File: src/hw/rtl/ukvt_pkg.sv
// ukvt_pkg: shared types and constants of the unsorted key/value table
// holds the item structs, command and status codes and the queue depth
// no dependencies
package ukvt_pkg;

    localparam int KEY_BITS       = 32;
    localparam int VALUE_BITS     = 32;
    localparam int COUNT_OUT_BITS = 5;
    localparam int QUEUE_DEPTH    = 2;

    typedef enum logic [1:0] {
        CMD_INSERT = 2'd0,
        CMD_REMOVE = 2'd1,
        CMD_FIND   = 2'd2,
        CMD_READ   = 2'd3
    } t_cmd;

    typedef enum logic [1:0] {
        ST_OK     = 2'd0,
        ST_ABSENT = 2'd1,
        ST_FULL   = 2'd2
    } t_status;

    typedef logic [COUNT_OUT_BITS-1:0] t_count_out;

    typedef struct packed {
        logic [1:0]            command;
        logic [KEY_BITS-1:0]   key;
        logic [VALUE_BITS-1:0] value;
        logic                  replace;
    } t_in_item;

    typedef struct packed {
        logic                  flag;
        logic [VALUE_BITS-1:0] value_out;
        logic [1:0]            status;
        t_count_out            entry_count_out;
    } t_out_item;

    // decoded command as it travels from the front to the back
    typedef struct packed {
        t_cmd                  cmd;
        logic [KEY_BITS-1:0]   key;
        logic [VALUE_BITS-1:0] value;
        logic                  replace;
    } t_job;

endpackage

File: src/hw/rtl/ukvt_ram.sv
// ukvt_ram: generic single write port, single read port ram
// registered read data, no reset on contents
// no dependencies
module ukvt_ram #(
    parameter int WIDTH = 32,
    parameter int DEPTH = 16
) (
    input  logic                                   i_clk,
    input  logic                                   i_we,
    input  logic [(DEPTH > 1 ? $clog2(DEPTH) : 1)-1:0] i_waddr,
    input  logic [WIDTH-1:0]                       i_wdata,
    input  logic [(DEPTH > 1 ? $clog2(DEPTH) : 1)-1:0] i_raddr,
    output logic [WIDTH-1:0]                       o_rdata
);

    logic [WIDTH-1:0] r_mem [DEPTH];
    logic [WIDTH-1:0] r_rdata;

    always_ff @(posedge i_clk) begin
        if (i_we) begin
            r_mem[i_waddr] <= i_wdata;
        end
        r_rdata <= r_mem[i_raddr];
    end

    assign o_rdata = r_rdata;

endmodule

File: src/hw/rtl/ukvt_front.sv
// ukvt_front: accepts input items, decodes the command and queues the job
// short register queue that lets the back stall independently
// depends on ukvt_pkg
module ukvt_front
    import ukvt_pkg::*;
(
    input  logic     i_clk,
    input  logic     i_rst_n,
    input  logic     i_in_valid,
    output logic     o_in_stall,
    input  t_in_item i_in_item,
    output logic     o_job_valid,
    input  logic     i_job_pop,
    output t_job     o_job
);

    localparam int QAW = (QUEUE_DEPTH > 1) ? $clog2(QUEUE_DEPTH) : 1;
    localparam int QCW = $clog2(QUEUE_DEPTH + 1);

    t_job           r_q [QUEUE_DEPTH];
    logic [QAW-1:0] r_wp, n_wp;
    logic [QAW-1:0] r_rp, n_rp;
    logic [QCW-1:0] r_cnt, n_cnt;
    logic           push;
    t_job           job_in;

    // decode of the raw item
    always_comb begin
        job_in.cmd     = t_cmd'(i_in_item.command);
        job_in.key     = i_in_item.key;
        job_in.value   = i_in_item.value;
        job_in.replace = i_in_item.replace;
    end

    assign o_in_stall  = (r_cnt == QCW'(QUEUE_DEPTH));
    assign push        = i_in_valid && !o_in_stall;
    assign o_job_valid = (r_cnt != '0);
    assign o_job       = r_q[r_rp];

    always_comb begin
        n_wp  = r_wp;
        n_rp  = r_rp;
        n_cnt = r_cnt;
        if (push) begin
            n_wp = (r_wp == QAW'(QUEUE_DEPTH - 1)) ? '0 : r_wp + QAW'(1);
        end
        if (i_job_pop) begin
            n_rp = (r_rp == QAW'(QUEUE_DEPTH - 1)) ? '0 : r_rp + QAW'(1);
        end
        case ({push, i_job_pop})
            2'b10:   n_cnt = r_cnt + QCW'(1);
            2'b01:   n_cnt = r_cnt - QCW'(1);
            default: n_cnt = r_cnt;
        endcase
    end

    always_ff @(posedge i_clk) begin
        if (!i_rst_n) begin
            r_wp  <= '0;
            r_rp  <= '0;
            r_cnt <= '0;
        end else begin
            r_wp  <= n_wp;
            r_rp  <= n_rp;
            r_cnt <= n_cnt;
        end
    end

    always_ff @(posedge i_clk) begin
        if (push) begin
            r_q[r_wp] <= job_in;
        end
    end

endmodule

File: src/hw/rtl/ukvt_back.sv
// ukvt_back: executes queued jobs against the key and value rams
// pipelined linear search, shift-down on remove, registered result
// depends on ukvt_pkg and ukvt_ram
module ukvt_back
    import ukvt_pkg::*;
#(
    parameter int CAPACITY = 16
) (
    input  logic      i_clk,
    input  logic      i_rst_n,
    input  logic      i_job_valid,
    output logic      o_job_pop,
    input  t_job      i_job,
    output logic      o_out_valid,
    input  logic      i_out_stall,
    output t_out_item o_out_item
);

    localparam int AW = (CAPACITY > 1) ? $clog2(CAPACITY) : 1;
    localparam int CW = $clog2(CAPACITY + 1);

    typedef enum logic [2:0] {
        S_IDLE,
        S_SEARCH,
        S_SHIFT,
        S_APPEND,
        S_REPLACE
    } t_state;

    t_state          r_state, n_state;
    t_job            r_job, n_job;
    logic [CW-1:0]   r_count, n_count;
    logic [CW-1:0]   r_ridx, n_ridx;
    logic [CW-1:0]   r_cidx, n_cidx;
    logic            r_cv, n_cv;
    logic [CW-1:0]   r_pos, n_pos;
    logic            r_ovalid, n_ovalid;
    t_out_item       r_out, n_out;

    logic [KEY_BITS-1:0]   key_rdata;
    logic [VALUE_BITS-1:0] val_rdata;
    logic                  key_we, val_we;
    logic [AW-1:0]         waddr;
    logic [KEY_BITS-1:0]   wkey;
    logic [VALUE_BITS-1:0] wval;
    logic [CW-1:0]         cidx_prev, cidx_next, ridx_inc;
    logic                  more, scan_done, found;
    logic                  fin, fin_flag;
    t_status               fin_status;
    logic [VALUE_BITS-1:0] fin_vout;

    ukvt_ram #(.WIDTH(KEY_BITS), .DEPTH(CAPACITY)) u_key_ram (
        .i_clk   (i_clk),
        .i_we    (key_we),
        .i_waddr (waddr),
        .i_wdata (wkey),
        .i_raddr (r_ridx[AW-1:0]),
        .o_rdata (key_rdata)
    );

    ukvt_ram #(.WIDTH(VALUE_BITS), .DEPTH(CAPACITY)) u_val_ram (
        .i_clk   (i_clk),
        .i_we    (val_we),
        .i_waddr (waddr),
        .i_wdata (wval),
        .i_raddr (r_ridx[AW-1:0]),
        .o_rdata (val_rdata)
    );

    assign ridx_inc  = r_ridx + CW'(1);
    assign cidx_prev = r_cidx - CW'(1);
    assign cidx_next = r_cidx + CW'(1);
    assign more      = (r_ridx < r_count);
    assign scan_done = !r_cv && (r_ridx == r_count);
    assign found     = r_cv && (key_rdata == r_job.key);

    always_comb begin
        n_state    = r_state;
        n_job      = r_job;
        n_count    = r_count;
        n_ridx     = r_ridx;
        n_cidx     = r_cidx;
        n_cv       = r_cv;
        n_pos      = r_pos;
        n_ovalid   = r_ovalid && i_out_stall;
        n_out      = r_out;
        o_job_pop  = 1'b0;
        key_we     = 1'b0;
        val_we     = 1'b0;
        waddr      = r_count[AW-1:0];
        wkey       = r_job.key;
        wval       = r_job.value;
        fin        = 1'b0;
        fin_flag   = 1'b0;
        fin_status = ST_OK;
        fin_vout   = '0;

        case (r_state)
            S_IDLE: begin
                if (i_job_valid && !r_ovalid) begin
                    o_job_pop = 1'b1;
                    n_job     = i_job;
                    n_ridx    = '0;
                    n_cv      = 1'b0;
                    n_state   = S_SEARCH;
                end
            end
            S_SEARCH: begin
                // one read issued per cycle, compared on the next
                n_cv   = more;
                n_cidx = r_ridx;
                if (more) begin
                    n_ridx = ridx_inc;
                end
                if (found) begin
                    n_pos = r_cidx;
                    case (r_job.cmd)
                        CMD_INSERT: begin
                            if (r_job.replace) begin
                                n_state = S_REPLACE;
                            end else begin
                                fin = 1'b1;
                            end
                        end
                        CMD_REMOVE: begin
                            n_ridx  = cidx_next;
                            n_cv    = 1'b0;
                            n_state = S_SHIFT;
                        end
                        CMD_FIND: begin
                            fin      = 1'b1;
                            fin_flag = 1'b1;
                        end
                        CMD_READ: begin
                            fin      = 1'b1;
                            fin_flag = 1'b1;
                            fin_vout = val_rdata;
                        end
                        default: begin
                            fin = 1'b1;
                        end
                    endcase
                end else if (scan_done) begin
                    case (r_job.cmd)
                        CMD_INSERT: begin
                            if (r_count == CW'(CAPACITY)) begin
                                fin        = 1'b1;
                                fin_status = ST_FULL;
                            end else begin
                                n_state = S_APPEND;
                            end
                        end
                        CMD_READ: begin
                            fin        = 1'b1;
                            fin_status = ST_ABSENT;
                        end
                        default: begin
                            fin = 1'b1;
                        end
                    endcase
                end
            end
            S_SHIFT: begin
                // read entry j, write it to j-1 on the next cycle
                n_cv   = more;
                n_cidx = r_ridx;
                if (more) begin
                    n_ridx = ridx_inc;
                end
                if (r_cv) begin
                    key_we = 1'b1;
                    val_we = 1'b1;
                    waddr  = cidx_prev[AW-1:0];
                    wkey   = key_rdata;
                    wval   = val_rdata;
                end
                if (scan_done) begin
                    n_count  = r_count - CW'(1);
                    fin      = 1'b1;
                    fin_flag = 1'b1;
                end
            end
            S_APPEND: begin
                key_we   = 1'b1;
                val_we   = 1'b1;
                waddr    = r_count[AW-1:0];
                n_count  = r_count + CW'(1);
                fin      = 1'b1;
                fin_flag = 1'b1;
            end
            S_REPLACE: begin
                val_we = 1'b1;
                waddr  = r_pos[AW-1:0];
                fin    = 1'b1;
            end
            default: begin
                n_state = S_IDLE;
            end
        endcase

        if (fin) begin
            n_state               = S_IDLE;
            n_ovalid              = 1'b1;
            n_out.flag            = fin_flag;
            n_out.value_out       = fin_vout;
            n_out.status          = fin_status;
            n_out.entry_count_out = t_count_out'(n_count);
        end
    end

    always_ff @(posedge i_clk) begin
        if (!i_rst_n) begin
            r_state  <= S_IDLE;
            r_count  <= '0;
            r_cv     <= 1'b0;
            r_ovalid <= 1'b0;
        end else begin
            r_state  <= n_state;
            r_count  <= n_count;
            r_cv     <= n_cv;
            r_ovalid <= n_ovalid;
        end
        r_job  <= n_job;
        r_ridx <= n_ridx;
        r_cidx <= n_cidx;
        r_pos  <= n_pos;
        r_out  <= n_out;
    end

    assign o_out_valid = r_ovalid;
    assign o_out_item  = r_out;

endmodule

File: src/hw/rtl/unsorted_key_value_table.sv
// unsorted_key_value_table: linear-search key/value table
// the back finishes one item before it takes the next; the front queues further
// items meanwhile, and the search reads one entry at a time through the single read port
// sync active-low reset empties the table and the queue; rams are not cleared
// depends on ukvt_pkg, ukvt_front, ukvt_back, ukvt_ram
module unsorted_key_value_table
    import ukvt_pkg::*;
#(
    parameter int CAPACITY = 16
) (
    input  logic      i_clk,
    input  logic      i_rst_n,
    // command items in
    input  logic      i_in_valid,
    output logic      o_in_stall,
    input  t_in_item  i_in_item,
    // result items out
    output logic      o_out_valid,
    input  logic      i_out_stall,
    output t_out_item o_out_item
);

    // front to back job channel
    logic job_valid;
    logic job_pop;
    t_job job;

    // front: decodes each item and holds up to two jobs, so the input side
    // keeps accepting while the back works or a result waits to be taken
    ukvt_front u_front (
        .i_clk       (i_clk),
        .i_rst_n     (i_rst_n),
        .i_in_valid  (i_in_valid),
        .o_in_stall  (o_in_stall),
        .i_in_item   (i_in_item),
        .o_job_valid (job_valid),
        .i_job_pop   (job_pop),
        .o_job       (job)
    );

    // back: one job at a time
    //   search streams the key and value rams from entry 0, one address per
    //   cycle, compare in the cycle after the read
    //   remove shifts later entries down, read of j overlapped with write of j-1
    //   insert of a new key appends at the fill count; replace rewrites in place
    // entries at or above the fill count are never compared or returned, so the rams need
    // no clearing after reset
    // the result register is only loaded when empty, so a stalled result holds
    ukvt_back #(
        .CAPACITY (CAPACITY)
    ) u_back (
        .i_clk       (i_clk),
        .i_rst_n     (i_rst_n),
        .i_job_valid (job_valid),
        .o_job_pop   (job_pop),
        .i_job       (job),
        .o_out_valid (o_out_valid),
        .i_out_stall (i_out_stall),
        .o_out_item  (o_out_item)
    );

endmodule

File: config.mk
export PLATFORM = sky130hd
export DESIGN_NAME = unsorted_key_value_table
export DESIGN_NICKNAME = d
export VERILOG_FILES = /design/src/hw/rtl/ukvt_pkg.sv /design/src/hw/rtl/ukvt_ram.sv /design/src/hw/rtl/ukvt_front.sv /design/src/hw/rtl/ukvt_back.sv /design/src/hw/rtl/unsorted_key_value_table.sv
export SDC_FILE = /design/constraint.sdc
export NUM_CORES = 1
export LEC_CHECK = 0
export ABC_CLOCK_PERIOD_IN_PS = 8400
export BUFFER_PORTS_ARGS = -buffer_cell sky130_fd_sc_hd__buf_2
export CAP_MARGIN = 20
export CORE_MARGIN = 2
export CORE_UTILIZATION = 45
export DETAILED_ROUTE_END_ITERATION = 16
export HOLD_SLACK_MARGIN = 0.03
export PLACE_DENSITY = 0.74
export SYNTH_ARGS = -nofsm -noshare
export SYNTH_HDL_FRONTEND = slang
export SYNTH_SLANG_ARGS = --single-unit
File: constraint.sdc
create_clock -name i_clk -period 8.4 [get_ports i_clk]
set_clock_uncertainty 0.1 [all_clocks]
set_input_delay 1.68 -clock i_clk [delete_from_list [all_inputs] [get_ports i_clk]]
set_output_delay 1.68 -clock i_clk [all_outputs]
set_load 0.01 [all_outputs]
==> flow_summary.toml <==
[grt]
grt.overflow.total = 0
antenna_found_initial = 3
first_global_vias = 25257
grt_max_degree = 181
grtUsageTotal_pct = 19.3
grt_pass1_wl_mm = 165

[setup_path]
crit_arrival_ps = 4870
worstRegToRegCells = 9
cp.required_ps = 8700
critPathLaunchType = "flip-flop"
r2r_start = "u_back.r_state[2]"
crit_fanout = 41
crit_chain = "nand2b_1 > nor2_1 > nand2_4 > buf_4 > nor2_1 > a221oi_1 > nand2_1 > nor2_4 > buf_4"
r2r_slack_ps = 3830
critPathSlowestCell = "nor2_4"
cp_top_family = "simple AND/OR/NAND/NOR gates"
crit_path_end_kind = "flip-flop"
crit_type = "reg2reg"
timing.rr.end = "u_back.u_val_ram.r_mem[9][4]"
cp.buffers_inverters = 2
cpPeakStageDelay_ps = 730

[detailed_routing]
dr.pass1.iters = 6
final_antenna_net_count = 0
wire_per_inst_um = 27.1
drc = 0
drtIter0Drc = 3085
num_vias = 23993
vias_per_cell = 5.79
wl_mm = 112

[floorplanning]
ios = 113
rows = 123
start_util_pct = 45.4
dieArea_um2 = 116000
die_height_um = 340
coreArea_um2 = 112000
die-width_um = 340

[placed_design]
place.gp.congestion = 0.812
placed_cell_area_um2 = 53700
dp_hpwl_mm = 58.2
port-buffer-count = 112

[clocking]
cts_tree = "done"
clk_pin_slew_ps = 60
h-tree-depth = 4
clk_path_buf_depth = 3
post-cts-setup-buffers = 0
ctsHoldBuffers = 0
numClockSinks = 1357
clk_latency_ps = 750
cts_buffers = 134
cts-root-buf = "clkbuf_16"
cts_resized = 0

[power]
p_leak_nw = 18.8
p_int_w = 0.0142
pwr-share-seq_pct = 46.6
net-switching-power_w = 0.00527
pwr_density_cell_nw_per_um2 = 333
ir_drop_uv = 351
power_frac_clock_pct = 31.4
switching_share_pct = 27.1
comb_power_share_pct = 22.0

[timing]
finalCritPeriodShare_pct = 54.4
worst_pin_slew_ps = 1200
fmax_ghz = 0.219
slew_headroom_pct = 20.1
fin_crit_ps = 4570
setup_viol = 0
hold_viol = 0
finalMaxSlewViolations = 0
rsz0062_at_grt = "false"
setup_tns_ps = 0

[synthesis]
avgSynthCellArea_um2 = 21.8
synth_edf_count = 1279
ys.flop_type = "edfxtp_1"
ys_types = 50
ys_ff_latch = 1357
yosysSeqAreaShare_pct = 78.4
synth_nets = 2424
synth-async-reset-ratio_pct = 0
syn_area_um2 = 51000
yosys_warnings = 0
postSynthCellCount = 2337

[layout]
final_nets = 2620
design_area_um2 = 58300
regArea_um2 = 40000
diodes = 0
drive_above_1_share_pct = 30.9
multiInputGateArea_um2 = 10800
area_growth_syn_to_layout_pct = 14.4
fill_cells = 8519

[run_status]
outcome = "completed"

[hold_path]
min_path_cells = 0
hold_path.class = "reg2reg"
hp-start = "u_back.r_ridx[4]"
holdPathEnd = "u_back.r_cidx[4]"

[run]
max-cap-violations = 0
routing by layer:
layer,up-vias,wire [um],GRT usage [%]
met3,201,9900,4.09
met2,1199,56500,31.9
met5,-,10,0
met4,2,2770,5.89
li1,9967,-,-
met1,12624,43100,26.0
sequential cells by signal, summed over array words and instances, names as in the netlist:
signal / cells
u_back.u_key_ram.o_rdata: 32
u_front.r_q: 134
u_front.r_rp: 1
u_back.u_val_ram.r_mem: 512
u_back.r_cidx: 5
u_back.u_val_ram.o_rdata: 32
u_back.r_cv: 1
u_back.r_ridx: 5
u_back.r_pos: 4
u_front.r_cnt: 2
u_back.o_out_valid: 1
u_front.r_wp: 1
u_back.r_job: 67
u_back.u_key_ram.r_mem: 512
u_back.r_count: 5
u_back.o_out_item: 40
u_back.r_state: 3
cells in the mapped netlist (all sizes together) (2+ instances only):
master	count	area share [%]
xnor2	21	0.36
nand2	211	1.6
dfxtp	78	3.1
mux4	320	14
nor3b	2	0.029
nor4	7	0.12
and2	7	0.086
nor2b	3	0.037
a221o	4	0.079
edfxtp	1279	75
o211ai	2	0.029
and3	35	0.43
ha	16	0.39
nand2b	6	0.074
nor2	54	0.40
xor2	25	0.43
buf	32	0.26
nor3	3	0.029
clkbuf	75	0.55
nand3b	4	0.059
or4b	2	0.039
nand3	11	0.11
a31oi	2	0.025
nand4	3	0.037
a221oi	2	0.034
nor4b	2	0.034
a21oi	13	0.14
o21ai	15	0.15
or3b	2	0.034
inv	18	0.13
mux2	68	1.5
cell families (layout without fill, tap and decap cells):
group / after synthesis / count (layout) / share of synthesized area [%]
flip-flops: 1357 / 1357 / 78.4
AND/OR/NAND/NOR: 356 / 356 / 3.13
XOR/XNOR: 46 / 46 / 0.791
adder cells (fa/ha/maj): 16 / 16 / 0.393
AO/OA/AOI/OAI: 49 / 49 / 0.648
multiplexers: 388 / 388 / 15.6
buffers and inverters: 125 / 429 / 0.945
layout by cell type, fill, tap and decap left out, types with 16 or more instances in the layout:
| cell type | count |
|---|---|
| mux2_2 | 68 |
| buf_2 | 114 |
| nand2_1 | 210 |
| clkinv_2 | 29 |
| dfxtp_1 | 77 |
| inv_1 | 17 |
| buf_4 | 47 |
| and3_1 | 33 |
| mux4_2 | 320 |
| clkbuf_1 | 17 |
| xnor2_1 | 21 |
| clkbuf_16 | 140 |
| nor2_4 | 33 |
| ha_1 | 16 |
| edfxtp_1 | 1279 |
| nor2_1 | 21 |
| xor2_1 | 25 |
worst reg2reg max path: stages (launching register included):
cell and delay (ps):
dfxtp_1 550, nand2b_1 200, nor2_1 120, nand2_4 440, buf_4 590, nor2_1 150, a221oi_1 370, nand2_1 570
nor2_4 740, buf_4 410
power groups by stage:
stage               combinational, W  clock, W  sequential (W)
global placement             0.00410         0         0.00916
global route                 0.00460   0.00647         0.00910
detailed placement           0.00427         0         0.00918
finish                       0.00428   0.00610         0.00905
CTS                          0.00431   0.00620         0.00905
floorplan                    0.00312         0         0.00902
metrics by stage:
step	power [W]	setup slack, ps	hold slack (ps)	cells	utilization [%]
final	0.0194	3830	417	4141	51.9
after CTS	0.0196	3850	416	4138	51.8
after floorplan	0.0121	2640	355	2337	-
after detailed placement	0.0135	3900	405	3894	47.8
after global placement	0.0133	4040	380	3891	47.8
after global routing	0.0202	3660	431	4141	51.9
worst max path at each step:
stage | start | endpoint | cells after the start
after floorplan | u_back.r_state[0] | u_front.r_cnt[1] | 5
after global placement | u_back.r_state[2] | u_back.u_val_ram.r_mem[9][6] | 9
after detailed placement | u_back.r_state[2] | u_back.u_val_ram.r_mem[9][1] | 9
after CTS | u_back.r_state[2] | u_back.u_val_ram.r_mem[9][4] | 9
after global routing | u_back.r_state[2] | u_back.u_val_ram.r_mem[9][6] | 9
final | u_back.r_state[2] | u_back.u_val_ram.r_mem[9][4] | 9
layout make-up:
cell class	count	area share (%)
clock inverters	75	1.41
repair buffers	167	1.82
inverters	18	0.116
clock buffers	169	6.40
multi-input cells	855	18.5
flip-flops and latches	1357	68.6
well taps	1500	3.22
Power figures use the tool's default switching activity.
